File: src/rtl/sliding_window_mean_stddev_assert.svh
// Assertion macros used by sliding_window_mean_stddev. Each expands to one labeled concurrent
// assertion clocked on aclk and muted while aresetn is low.
`ifndef SLIDING_WINDOW_MEAN_STDDEV_ASSERT_SVH
`define SLIDING_WINDOW_MEAN_STDDEV_ASSERT_SVH

// Check that expr holds at every clock edge.
`define SWMS_ALWAYS(label, expr, msg) \
    label: assert property (@(posedge aclk) disable iff (!aresetn) (expr)) \
        else $error(msg);

// Check that cons holds in the cycle after ante.
`define SWMS_IMPLIES_NEXT(label, ante, cons, msg) \
    label: assert property (@(posedge aclk) disable iff (!aresetn) (ante) |=> (cons)) \
        else $error(msg);

`endif

File: src/rtl/swms_pkg.sv
`default_nettype none

package swms_pkg;

    // Width and reset value of the window length register.
    localparam int unsigned CFG_BITS = 5;
    localparam logic [CFG_BITS-1:0] CFG_RESET = 5'd4;

    // Status of one bit-serial arithmetic unit.
    typedef struct packed {
        logic busy;     // stepping
        logic valid;    // result held since the last step
    } unit_stat_t;

endpackage

`default_nettype wire

File: src/rtl/sliding_window_mean_stddev.sv
`default_nettype none

// Moving-window mean and standard deviation of signed Q4.12 samples.
// Each sample word taken on the s_ channel yields one result word on the m_
// channel: the mean of the window (truncated toward zero), the population
// standard deviation (floored) and the number of samples in the window.
// The window length is set through the cfg_ channel (0 acts as 1, values
// above WINDOW_MAX act as WINDOW_MAX); a write clears the window. Write it
// only while no sample is in flight. cfg_ready is always high; s_tready
// drops while cfg_valid is high, so a length write never meets a sample.
// One sample is in flight at a time; s_tready returns in the cycle after
// the result is loaded, so no new word is taken before the last result
// is loaded. The block runs its bit-serial units one after another:
// squares and the mean divider, the n*sumsq multiplier, the variance
// divider (2*SB-1 quotient bits) and the square root.
// The result sits in an output register: while the sink stalls, the next
// sample is accepted and computed, and holds in the last step until the
// register empties. Reset sets the window length to 4 and empties the window.
module sliding_window_mean_stddev #(
    parameter int WINDOW_MAX  = 16,
    parameter int SAMPLE_BITS = 16
) (
    input  wire logic                        aclk,
    input  wire logic                        aresetn,
    // window length write
    input  wire logic                        cfg_valid,
    output logic                             cfg_ready,
    input  wire logic [swms_pkg::CFG_BITS-1:0] cfg_data,
    // sample in; tdata: sample
    input  wire logic                        s_tvalid,
    output logic                             s_tready,
    input  wire logic [((SAMPLE_BITS+7)/8)*8-1:0] s_tdata,
    // result out; tdata: window_mean, window_stddev, fill_count
    output logic                             m_tvalid,
    input  wire logic                        m_tready,
    output logic [((2*SAMPLE_BITS+(($clog2(WINDOW_MAX+1) < 2) ? 2 :
                   $clog2(WINDOW_MAX+1))+7)/8)*8-1:0] m_tdata
);

    localparam int SB   = SAMPLE_BITS;
    localparam int NW   = ($clog2(WINDOW_MAX+1) < 2) ? 2 : $clog2(WINDOW_MAX+1);
    localparam int PW   = (WINDOW_MAX > 1) ? $clog2(WINDOW_MAX) : 1;
    localparam int SUMW = SB + NW;            // signed running sum
    localparam int SMW  = SB - 1 + NW;        // magnitude of the sum
    localparam int SQW  = 2*SB - 2 + NW;      // running sum of squares
    localparam int NUMW = SQW + NW;           // n*sumsq - sum^2
    localparam int VARW = 2*SB - 1;           // variance
    localparam int TDO  = ((2*SB + NW + 7)/8)*8;

    typedef enum logic [2:0] {
        S_IDLE,
        S_PREP,
        S_PH1,
        S_PH2,
        S_PH3,
        S_PH4,
        S_DONE
    } state_t;

    state_t                      state_reg;

    logic [swms_pkg::CFG_BITS-1:0] window_len_reg;
    logic [NW-1:0]               eff_len;
    logic [NW-1:0]               held_count_reg;
    logic [PW-1:0]               ptr_reg;
    logic [NW-1:0]               ptr_ext;
    logic [PW-1:0]               ptr_next;
    logic [PW-1:0]               wr_addr;
    logic signed [SUMW-1:0]      sum_reg;
    logic signed [SUMW-1:0]      sum_next;
    logic [SQW-1:0]              sumsq_reg;
    logic [SQW-1:0]              sumsq_next;
    logic                        accept;
    logic                        cfg_we;
    logic                        full;
    logic                        full_reg;

    logic signed [SB-1:0]        ring [WINDOW_MAX];
    logic signed [SB-1:0]        s_sample;
    logic signed [SB-1:0]        x_reg;
    logic signed [SB-1:0]        old_q;
    logic signed [SB-1:0]        old_v;
    logic signed [SB:0]          pair_sum;
    logic signed [SB:0]          pair_diff;
    logic [SB:0]                 pair_sum_mag;
    logic [SB:0]                 pair_diff_mag;
    logic [SUMW-1:0]             sum_abs;
    logic [SMW-1:0]              sum_mag;
    logic [2*NW-1:0]             nsq_next;
    logic [2*NW-1:0]             nsq_reg;
    logic                        mean_neg_reg;
    logic                        delta_neg_reg;
    logic [NUMW-1:0]             num_next;
    logic [SB-1:0]               mean_out;
    logic [TDO-1:0]              m_tdata_next;
    logic [TDO-1:0]              m_tdata_reg;
    logic                        m_tvalid_reg;

    logic                        start_p1;
    logic                        start_p2;
    logic                        start_p3;
    logic                        start_p4;
    logic                        p1_done;

    logic [2*SB+1:0]             prod_d;
    logic [2*SMW-1:0]            prod_s;
    logic [NUMW-1:0]             prod_n;
    logic [SB-1:0]               q_m;
    logic [VARW-1:0]             q_v;
    logic [SB-1:0]               root;
    swms_pkg::unit_stat_t        stat_d;
    swms_pkg::unit_stat_t        stat_s;
    swms_pkg::unit_stat_t        stat_m;
    swms_pkg::unit_stat_t        stat_n;
    swms_pkg::unit_stat_t        stat_v;
    swms_pkg::unit_stat_t        stat_r;

    // Handshakes.
    assign cfg_ready = 1'b1;
    assign cfg_we    = cfg_valid && cfg_ready;
    assign s_tready  = (state_reg == S_IDLE) && !cfg_valid;
    assign accept    = s_tvalid && s_tready;
    assign m_tvalid  = m_tvalid_reg;
    assign m_tdata   = m_tdata_reg;
    assign s_sample  = s_tdata[SB-1:0];

    // Clamp the programmed length to 1..WINDOW_MAX.
    always_comb begin
        if (window_len_reg == '0) begin
            eff_len = NW'(1);
        end else if (int'(window_len_reg) > WINDOW_MAX) begin
            eff_len = NW'(WINDOW_MAX);
        end else begin
            eff_len = NW'(window_len_reg);
        end
    end

    // Append while filling, overwrite the oldest once full.
    assign full     = held_count_reg >= eff_len;
    assign ptr_ext  = NW'(ptr_reg);
    assign ptr_next = (ptr_ext + NW'(1) == eff_len) ? '0 : PW'(ptr_ext + NW'(1));
    assign wr_addr  = full ? ptr_reg : held_count_reg[PW-1:0];

    // Sample update: x - old and x + old drive the square delta, the new sum
    // drives the mean and sum^2.
    assign old_v         = full_reg ? old_q : '0;
    assign pair_sum      = (SB+1)'(x_reg) + (SB+1)'(old_v);
    assign pair_diff     = (SB+1)'(x_reg) - (SB+1)'(old_v);
    assign pair_sum_mag  = pair_sum[SB] ? '0 - pair_sum : pair_sum;
    assign pair_diff_mag = pair_diff[SB] ? '0 - pair_diff : pair_diff;
    assign sum_next      = sum_reg + SUMW'(x_reg) - SUMW'(old_v);
    assign sum_abs       = sum_next[SUMW-1] ? '0 - sum_next : sum_next;
    assign sum_mag       = sum_abs[SMW-1:0];
    assign nsq_next      = (2*NW)'(held_count_reg) * (2*NW)'(held_count_reg);

    // x^2 - old^2 = (x + old)(x - old), applied with its sign.
    assign sumsq_next = delta_neg_reg ? sumsq_reg - SQW'(prod_d)
                                      : sumsq_reg + SQW'(prod_d);
    assign num_next   = prod_n - prod_s;
    assign mean_out   = mean_neg_reg ? '0 - q_m : q_m;
    assign m_tdata_next = TDO'({held_count_reg, root, mean_out});

    assign start_p1 = (state_reg == S_PREP);
    assign p1_done  = stat_d.valid && stat_s.valid && stat_m.valid;
    assign start_p2 = (state_reg == S_PH1) && p1_done;
    assign start_p3 = (state_reg == S_PH2) && stat_n.valid;
    assign start_p4 = (state_reg == S_PH3) && stat_v.valid;

    // Sample ring: read the oldest entry and write the new one on accept.
    always_ff @(posedge aclk) begin
        if (accept) begin
            old_q         <= ring[ptr_reg];
            ring[wr_addr] <= s_sample;
        end
    end

    // Per-item operands.
    always_ff @(posedge aclk) begin
        if (accept) begin
            x_reg    <= s_sample;
            full_reg <= full;
        end
        if (start_p1) begin
            nsq_reg       <= nsq_next;
            mean_neg_reg  <= sum_next[SUMW-1];
            delta_neg_reg <= pair_sum[SB] ^ pair_diff[SB];
        end
    end

    // Sequencer, window state and output register.
    always_ff @(posedge aclk) begin
        if (!aresetn) begin
            state_reg      <= S_IDLE;
            window_len_reg <= swms_pkg::CFG_RESET;
            held_count_reg <= '0;
            ptr_reg        <= '0;
            sum_reg        <= '0;
            sumsq_reg      <= '0;
            m_tvalid_reg   <= 1'b0;
            m_tdata_reg    <= '0;
        end else begin
            // Drop the word once taken; S_DONE reloads the register itself.
            if (m_tvalid_reg && m_tready && state_reg != S_DONE) begin
                m_tvalid_reg <= 1'b0;
            end
            if (cfg_we) begin
                // A length write empties the window.
                window_len_reg <= cfg_data;
                held_count_reg <= '0;
                ptr_reg        <= '0;
                sum_reg        <= '0;
                sumsq_reg      <= '0;
            end else begin
                unique case (state_reg)
                    S_IDLE: begin
                        if (accept) begin
                            if (full) begin
                                ptr_reg <= ptr_next;
                            end else begin
                                held_count_reg <= held_count_reg + NW'(1);
                            end
                            state_reg <= S_PREP;
                        end
                    end
                    S_PREP: begin
                        sum_reg   <= sum_next;
                        state_reg <= S_PH1;
                    end
                    S_PH1: begin
                        if (p1_done) begin
                            sumsq_reg <= sumsq_next;
                            state_reg <= S_PH2;
                        end
                    end
                    S_PH2: begin
                        if (stat_n.valid) begin
                            state_reg <= S_PH3;
                        end
                    end
                    S_PH3: begin
                        if (stat_v.valid) begin
                            state_reg <= S_PH4;
                        end
                    end
                    S_PH4: begin
                        if (stat_r.valid) begin
                            state_reg <= S_DONE;
                        end
                    end
                    S_DONE: begin
                        // Hold until the output register is free.
                        if (!m_tvalid_reg || m_tready) begin
                            m_tvalid_reg <= 1'b1;
                            m_tdata_reg  <= m_tdata_next;
                            state_reg    <= S_IDLE;
                        end
                    end
                    default: begin
                        state_reg <= S_IDLE;
                    end
                endcase
            end
        end
    end

    // Square delta: |x + old| * |x - old|.
    swms_ser_mul #(
        .AW(SB + 1),
        .BW(SB + 1)
    ) u_mul_delta (
        .aclk     (aclk),
        .aresetn  (aresetn),
        .start    (start_p1),
        .a        (pair_sum_mag),
        .b        (pair_diff_mag),
        .p        (prod_d),
        .stat     (stat_d)
    );

    // sum^2.
    swms_ser_mul #(
        .AW(SMW),
        .BW(SMW)
    ) u_mul_sum (
        .aclk     (aclk),
        .aresetn  (aresetn),
        .start    (start_p1),
        .a        (sum_mag),
        .b        (sum_mag),
        .p        (prod_s),
        .stat     (stat_s)
    );

    // |sum| / n.
    swms_ser_div #(
        .DW(SMW),
        .VW(NW),
        .QW(SB)
    ) u_div_mean (
        .aclk     (aclk),
        .aresetn  (aresetn),
        .start    (start_p1),
        .dividend (sum_mag),
        .divisor  (held_count_reg),
        .quotient (q_m),
        .stat     (stat_m)
    );

    // n * sumsq.
    swms_ser_mul #(
        .AW(SQW),
        .BW(NW)
    ) u_mul_n (
        .aclk     (aclk),
        .aresetn  (aresetn),
        .start    (start_p2),
        .a        (sumsq_next),
        .b        (held_count_reg),
        .p        (prod_n),
        .stat     (stat_n)
    );

    // (n*sumsq - sum^2) / n^2.
    swms_ser_div #(
        .DW(NUMW),
        .VW(2*NW),
        .QW(VARW)
    ) u_div_var (
        .aclk     (aclk),
        .aresetn  (aresetn),
        .start    (start_p3),
        .dividend (num_next),
        .divisor  (nsq_reg),
        .quotient (q_v),
        .stat     (stat_v)
    );

    swms_ser_sqrt #(
        .RB(SB)
    ) u_sqrt (
        .aclk     (aclk),
        .aresetn  (aresetn),
        .start    (start_p4),
        .radicand ({1'b0, q_v}),
        .root     (root),
        .stat     (stat_r)
    );

`include "sliding_window_mean_stddev_assert.svh"

    `SWMS_ALWAYS(a_fill_within_len, held_count_reg <= eff_len, "fill count above window length")
    `SWMS_ALWAYS(a_ptr_within_len, ptr_ext < eff_len, "oldest pointer outside the window")
    `SWMS_ALWAYS(a_unit_stat, !(stat_d.busy && stat_d.valid) && !(stat_v.busy && stat_v.valid), "unit busy and valid")
    `SWMS_IMPLIES_NEXT(a_accept_to_prep, s_tvalid && s_tready, state_reg == S_PREP, "sample did not start")

endmodule

`default_nettype wire

File: src/rtl/swms_ser_mul.sv
`default_nettype none

// Shift-add multiplier: one bit of b per cycle, LSB first.
module swms_ser_mul #(
    parameter int AW = 16,
    parameter int BW = 16
) (
    input  wire logic                 aclk,
    input  wire logic                 aresetn,
    input  wire logic                 start,
    input  wire logic [AW-1:0]        a,
    input  wire logic [BW-1:0]        b,
    output logic [AW+BW-1:0]          p,
    output swms_pkg::unit_stat_t      stat
);

    localparam int CW = $clog2(BW);

    logic              busy_reg;
    logic              valid_reg;
    logic [CW-1:0]     cnt_reg;
    logic [AW-1:0]     a_reg;
    logic [AW+BW-1:0]  p_reg;
    logic [AW+BW-1:0]  p_next;
    logic [AW:0]       acc_sum;

    assign acc_sum = {1'b0, p_reg[AW+BW-1:BW]} + (p_reg[0] ? {1'b0, a_reg} : '0);
    assign p_next  = {acc_sum, p_reg[BW-1:1]};

    always_ff @(posedge aclk) begin
        if (!aresetn) begin
            busy_reg  <= 1'b0;
            valid_reg <= 1'b0;
            cnt_reg   <= '0;
        end else if (start) begin
            busy_reg  <= 1'b1;
            valid_reg <= 1'b0;
            cnt_reg   <= CW'(BW - 1);
        end else if (busy_reg) begin
            if (cnt_reg == '0) begin
                busy_reg  <= 1'b0;
                valid_reg <= 1'b1;
            end else begin
                cnt_reg <= cnt_reg - CW'(1);
            end
        end
    end

    always_ff @(posedge aclk) begin
        if (start) begin
            a_reg <= a;
            p_reg <= (AW+BW)'(b);
        end else if (busy_reg) begin
            p_reg <= p_next;
        end
    end

    assign p          = p_reg;
    assign stat.busy  = busy_reg;
    assign stat.valid = valid_reg;

endmodule

`default_nettype wire

File: src/rtl/swms_ser_div.sv
`default_nettype none

// Restoring divider: one quotient bit per cycle. The caller
// guarantees dividend < divisor * 2**QW.
module swms_ser_div #(
    parameter int DW = 20,
    parameter int VW = 5,
    parameter int QW = 16
) (
    input  wire logic                 aclk,
    input  wire logic                 aresetn,
    input  wire logic                 start,
    input  wire logic [DW-1:0]        dividend,
    input  wire logic [VW-1:0]        divisor,
    output logic [QW-1:0]             quotient,
    output swms_pkg::unit_stat_t      stat
);

    localparam int CW = $clog2(QW);

    logic              busy_reg;
    logic              valid_reg;
    logic [CW-1:0]     cnt_reg;
    logic [VW-1:0]     dv_reg;
    logic [VW+QW-1:0]  work_reg;
    logic [VW+QW-1:0]  work_next;
    logic [VW:0]       top;
    logic [VW:0]       diff;
    logic              ge;
    logic [VW-1:0]     rem_next;

    assign top       = work_reg[VW+QW-1:QW-1];
    assign ge        = top >= {1'b0, dv_reg};
    assign diff      = top - {1'b0, dv_reg};
    assign rem_next  = ge ? diff[VW-1:0] : top[VW-1:0];
    assign work_next = {rem_next, work_reg[QW-2:0], ge};

    always_ff @(posedge aclk) begin
        if (!aresetn) begin
            busy_reg  <= 1'b0;
            valid_reg <= 1'b0;
            cnt_reg   <= '0;
        end else if (start) begin
            busy_reg  <= 1'b1;
            valid_reg <= 1'b0;
            cnt_reg   <= CW'(QW - 1);
        end else if (busy_reg) begin
            if (cnt_reg == '0) begin
                busy_reg  <= 1'b0;
                valid_reg <= 1'b1;
            end else begin
                cnt_reg <= cnt_reg - CW'(1);
            end
        end
    end

    always_ff @(posedge aclk) begin
        if (start) begin
            dv_reg   <= divisor;
            work_reg <= (VW+QW)'(dividend);
        end else if (busy_reg) begin
            work_reg <= work_next;
        end
    end

    assign quotient   = work_reg[QW-1:0];
    assign stat.busy  = busy_reg;
    assign stat.valid = valid_reg;

endmodule

`default_nettype wire

File: src/rtl/swms_ser_sqrt.sv
`default_nettype none

// Digit-by-digit integer square root: two radicand bits in, one root bit
// out per cycle.
module swms_ser_sqrt #(
    parameter int RB = 16
) (
    input  wire logic                 aclk,
    input  wire logic                 aresetn,
    input  wire logic                 start,
    input  wire logic [2*RB-1:0]      radicand,
    output logic [RB-1:0]             root,
    output swms_pkg::unit_stat_t      stat
);

    localparam int CW = $clog2(RB);

    logic              busy_reg;
    logic              valid_reg;
    logic [CW-1:0]     cnt_reg;
    logic [2*RB-1:0]   rad_reg;
    logic [RB:0]       rem_reg;
    logic [RB-1:0]     root_reg;
    logic [RB+2:0]     rem_shift;
    logic [RB+2:0]     trial;
    logic              ge;
    logic [RB:0]       rem_next;

    assign rem_shift = {rem_reg, rad_reg[2*RB-1:2*RB-2]};
    assign trial     = (RB+3)'({root_reg, 2'b01});
    assign ge        = rem_shift >= trial;
    assign rem_next  = ge ? (RB+1)'(rem_shift - trial) : rem_shift[RB:0];

    always_ff @(posedge aclk) begin
        if (!aresetn) begin
            busy_reg  <= 1'b0;
            valid_reg <= 1'b0;
            cnt_reg   <= '0;
        end else if (start) begin
            busy_reg  <= 1'b1;
            valid_reg <= 1'b0;
            cnt_reg   <= CW'(RB - 1);
        end else if (busy_reg) begin
            if (cnt_reg == '0) begin
                busy_reg  <= 1'b0;
                valid_reg <= 1'b1;
            end else begin
                cnt_reg <= cnt_reg - CW'(1);
            end
        end
    end

    always_ff @(posedge aclk) begin
        if (start) begin
            rad_reg  <= radicand;
            rem_reg  <= '0;
            root_reg <= '0;
        end else if (busy_reg) begin
            rad_reg  <= {rad_reg[2*RB-3:0], 2'b00};
            rem_reg  <= rem_next;
            root_reg <= {root_reg[RB-2:0], ge};
        end
    end

    assign root       = root_reg;
    assign stat.busy  = busy_reg;
    assign stat.valid = valid_reg;

endmodule

`default_nettype wire

File: config.mk
export PLATFORM = sky130hd
export DESIGN_NAME = sliding_window_mean_stddev
export DESIGN_NICKNAME = d
export VERILOG_FILES = /design/src/rtl/swms_pkg.sv /design/src/rtl/sliding_window_mean_stddev.sv /design/src/rtl/swms_ser_mul.sv /design/src/rtl/swms_ser_div.sv /design/src/rtl/swms_ser_sqrt.sv
export VERILOG_INCLUDE_DIRS = /design/src /design/src/rtl
export SDC_FILE = /design/constraint.sdc
export NUM_CORES = 2
export LEC_CHECK = 0
export ABC_AREA = 1
export BUFFER_PORTS_ARGS = -buffer_cell sky130_fd_sc_hd__buf_4
export CELL_PAD_IN_SITES_DETAIL_PLACEMENT = 2
export CELL_PAD_IN_SITES_GLOBAL_PLACEMENT = 2
export CORE_ASPECT_RATIO = 0.6
export CORE_UTILIZATION = 40
export CTS_CLUSTER_DIAMETER = 30
export DETAILED_ROUTE_END_ITERATION = 10
export PLACE_DENSITY = 0.83
export SYNTH_ARGS = -nofsm -noshare
export SYNTH_HDL_FRONTEND = slang
export SYNTH_SLANG_ARGS = --single-unit
File: constraint.sdc
create_clock -name aclk -period 4.6 [get_ports aclk]
set_input_delay 0 -clock aclk [delete_from_list [all_inputs] [get_ports aclk]]
set_output_delay 0 -clock aclk [all_outputs]
set_load 0.01 [all_outputs]
==> summary.txt <==
Status
  – Status: complete, but fails checks
  – Failing checks: setup timing

Critical path
  – Worst Setup SP: full_reg
  – CP startpoint kind: flop
  – Critical path class: flop to flop
  – CP dominant cell by count: nand2_1
  – Crit Path Max Fanout: 15
  – Critical path capture point type: flop
  – CP cell instances: buf_4 > nand2_1 > inv_2 > fa_1 > inv_1 > fa_1 > inv_2 > ha_1 > inv_1 > nor2_1 > nand2_2 > nor2_2 > nand2_2 > nor2_4 > nand3_2 > nor2_1 > nand3_1 > nand2_1 > nand2_1 > nand3_1 > nand2_1
  – Req. time, crit path: 5.14 ns
  – CP max-delay cell: fa_1
  – Data arrival time of the worst path: 5.42 ns
  – R2r endpoint: u_div_mean.work_reg[18]
  – R2R depth: 21
  – Worst r2r src: full_reg
  – CP peak stage delay: 0.58 ns
  – Worst path bufs/invs: 5
  – R2R Setup Slk: -0.28 ns
  – Kind of cell adding the most delay to the critical path: simple AND/OR/NAND/NOR gates

Synth
  – Synth Cell Area: 46,900 µm²
  – Most common cell in the netlist: nand2_1
  – Synth area leaders: edfxtp_1, dfxtp_1, nand2_1
  – Ys flop type: edfxtp_1
  – #FFs+latches synth: 775
  – Cells after Synth: 5,753
  – Post-synth top area share: between 30% and 40%
  – Ys Warns: 0
  – EDFF count, synth: approximately 520
  – Seq/Total Area, Yosys: 44.1%
  – Async S/R FF share, synth: 0%
  – Most frequent cells after synthesis: nand2_1, inv_1, nor2_1
  – Area leader, netlist: edfxtp_1
  – Post-Syn Area per Cell: 8.16 µm²
  – Yosys cell types: 72

Global route
  – Largest net degree at the start of global routing: 133
  – Total grt overflow: 0
  – Total GRT Usage: between 30% and 40%
  – Vias in the first global route: 50,747
  – First-pass GRT wire length: 352,000 µm
  – Initial antenna violation count: 7

STA
  – Min cycle time layout: 4.88 ns
  – Period Utilization, post-route: 106%
  – Slew @ Worst Pin: approximately 1.3 ns
  – Clock Skew: between 0.06 and 0.07 ns
  – Max Slew Vio Count: 0
  – Setup violators final: 44
  – Setup TNS: -5.49 ns
  – Max Fclk: 0.205 GHz
  – Max_slew headroom: around 14%
  – Worst hold slack: 0.0991 ns
  – Final Hold Viols: 0
  – Fin worst setup slack: -0.278 ns

Cells and area
  – Seq. cell area: 20,700 µm²
  – Final core utilization: about 48%
  – Layout net count: roughly 6,200
  – Multi-input logic area: roughly 23,000 µm²
  – Share of cells above drive strength 1: between 10 and 15%
  – Max reg flops: 256
  – Fill cells: ~12,000
  – Final Cell Area: 54,900 µm²
  – Area Growth Syn to Fin: 16.9%

Die
  – Die W: about 440 µm
  – Starting Density: 40.7%
  – IO Pins: 69
  – Die area: 119,000 µm²
  – Core footprint: approximately 120,000 µm²
  – Rows: 96
  – Die H: 267 µm

Pwr
  – Worst VDD drop: between 0.4 and 0.5 mV
  – Psw: 13,700 µW
  – Switching fraction of total power: approximately 43%
  – Sequential Power Share: around 28%
  – Clock power share: 36.4%
  – Combinational power share: a little over a third
  – PD cells: a little under 600 nW/µm²
  – Internal Power: between 15,000 and 20,000 µW
  – Pleak: between 0.02 and 0.025 µW

Route
  – Final WL: ~250,000 µm
  – Wire length per cell: between 30 and 40 µm
  – DR DRC count: 0
  – Remaining antenna violation count after routing: 0
  – Vias: 47,963
  – DR vias/cell: 6.34
  – Metal-1 WL: just under 100,000 µm
  – Met3 wire len: 23,900 µm
  – Drt pass-1 iters: 5
  – Top sig layer: met5
  – Detail Route met2 WL: 110,000 µm
  – Starting DRT DRC Count: roughly 5,700

Place
  – DP Worst Slack: -0.253 ns
  – DP HPWL: 144,000 µm
  – DP Area: 49,200 µm²
  – Port bufs: 64
  – Routability Congestion: approximately 0.92

Clock network
  – CTS Buffer Depth: 3
  – Worst-Skew Late Latency: 0.82 ns
  – Clock Tree Root: clkbuf_16
  – CTS tree: built
  – Clock slew at reported path FFs: 0.07 ns
  – Num Clock Sinks: 775
  – CTS H-tree lvls: 4
  – CTS buffer count: 149

Min path
  – Hold Path Class: primary input to flop
  – Hold EP: ring[15][14]
  – Hold Path Origin: s_tdata[14]
  – Hold Path Stages: 2

Job
  – Total of max-cap violations: 0
## worst register-to-register path: cells and delay by family, from the launching register on
kind                     cells  cell delay (ns)
flip-flops                   1             0.50
adder cells (fa/ha/maj)      3             1.21
AND/OR/NAND/NOR             13             1.92
buffers and inverters        5             0.99
## power by group through the flow
stage          sequential [µW]  combinational [µW]  clock (µW)
6_report                  8920               11300       11600
5_1_grt                   8910               11600       11800
4_1_cts                   8840               10100       11400
3_5_place_dp              8940                9180           0
3_3_place_gp              8910                8440           0
2_1_floorplan             8660                6010           0
## how the worst max path moves through the flow
stage                                    to  slack [ns]  cells after the start
finish              u_div_mean.work_reg[18]       -0.28                     21
global route        u_div_mean.work_reg[19]       -0.26                     23
CTS                           sumsq_reg[33]        0.02                     25
detailed placement           u_mul_sum.p[1]       -0.25                     14
global placement     u_div_mean.work_reg[2]        0.37                     17
floorplan                     sumsq_reg[33]        1.09                     27
## layout make-up
class                           instances  share of cell area (%)
Antenna cell                            2                 0.00912
Clock buffer                          179                    7.26
Clock inverter                         94                    1.78
Inverter                              859                    5.89
Multi-Input combinational cell       3954                    41.2
Sequential cell                       775                    37.7
Tap cell                             1519                    3.46
Timing Repair Buffer                  182                    2.70
## through the flow
step / std cells / total power (µW)
after floorplan: 5755 / 14700
after global placement: 7240 / 17400
after detailed placement: 7240 / 18100
after CTS: 7550 / 30300
after global routing: 7562 / 32300
final: 7564 / 31800
## kinds of logic (layout without fill, tap and decap cells)
group / after synthesis / after routing / synth area share (%)
xor+xnor: 196 / 196 / 3.83
other cells: 2 / 6 / 0.0160
fa+ha+maj: 294 / 294 / 8.32
simple gates: 2266 / 2267 / 20.2
compound gates: 1144 / 1144 / 14.0
buf+inv: 1027 / 1314 / 8.46
flops: 775 / 775 / 44.1
mux: 49 / 49 / 1.04
## routing by layer
layer  track usage (%)  up-vias
met5                 0        -
met4              22.9        4
met3              8.66     1097
met2              62.5     3190
met1              50.9    24106
li1                  -    19566
## layout by cell type (no fill, tap or decap), types with 13 or more instances in the layout
cell type	count
mux2i_1	49
or2_2	18
inv_6	19
a21oi_2	16
nand3_1	264
clkinv_1	16
o21ai_1	34
dlygate4sd3_1	36
inv_2	24
a21oi_1	380
dfxtp_1	253
ha_1	257
nor2_1	563
clkbuf_1	18
clkinv_4	13
nor4_1	16
fa_1	29
clkinvlp_4	17
inv_1	824
o211ai_1	46
o21bai_1	29
o21ai_0	413
buf_4	144
nand4_1	41
clkinv_2	18
nand2_1	1168
a31oi_1	32
a21o_1	27
nand2_2	43
a22oi_1	16
xor2_1	136
edfxtp_1	518
o32ai_1	16
xnor2_1	46
nand2_4	13
o21a_1	17
o221ai_1	56
nor2_2	36
nor3_1	58
clkbuf_16	151
## timing repair
item	CTS	global route
endpoints found under the hold margin	342	0
pin swaps	0	4
hold buffers	36	0
setup buffers	1	11
setup endpoints to repair	64	77
gates resized for setup	7	62
gates cloned	0	1
No activity file was read; power rests on OpenSTA's default activity.
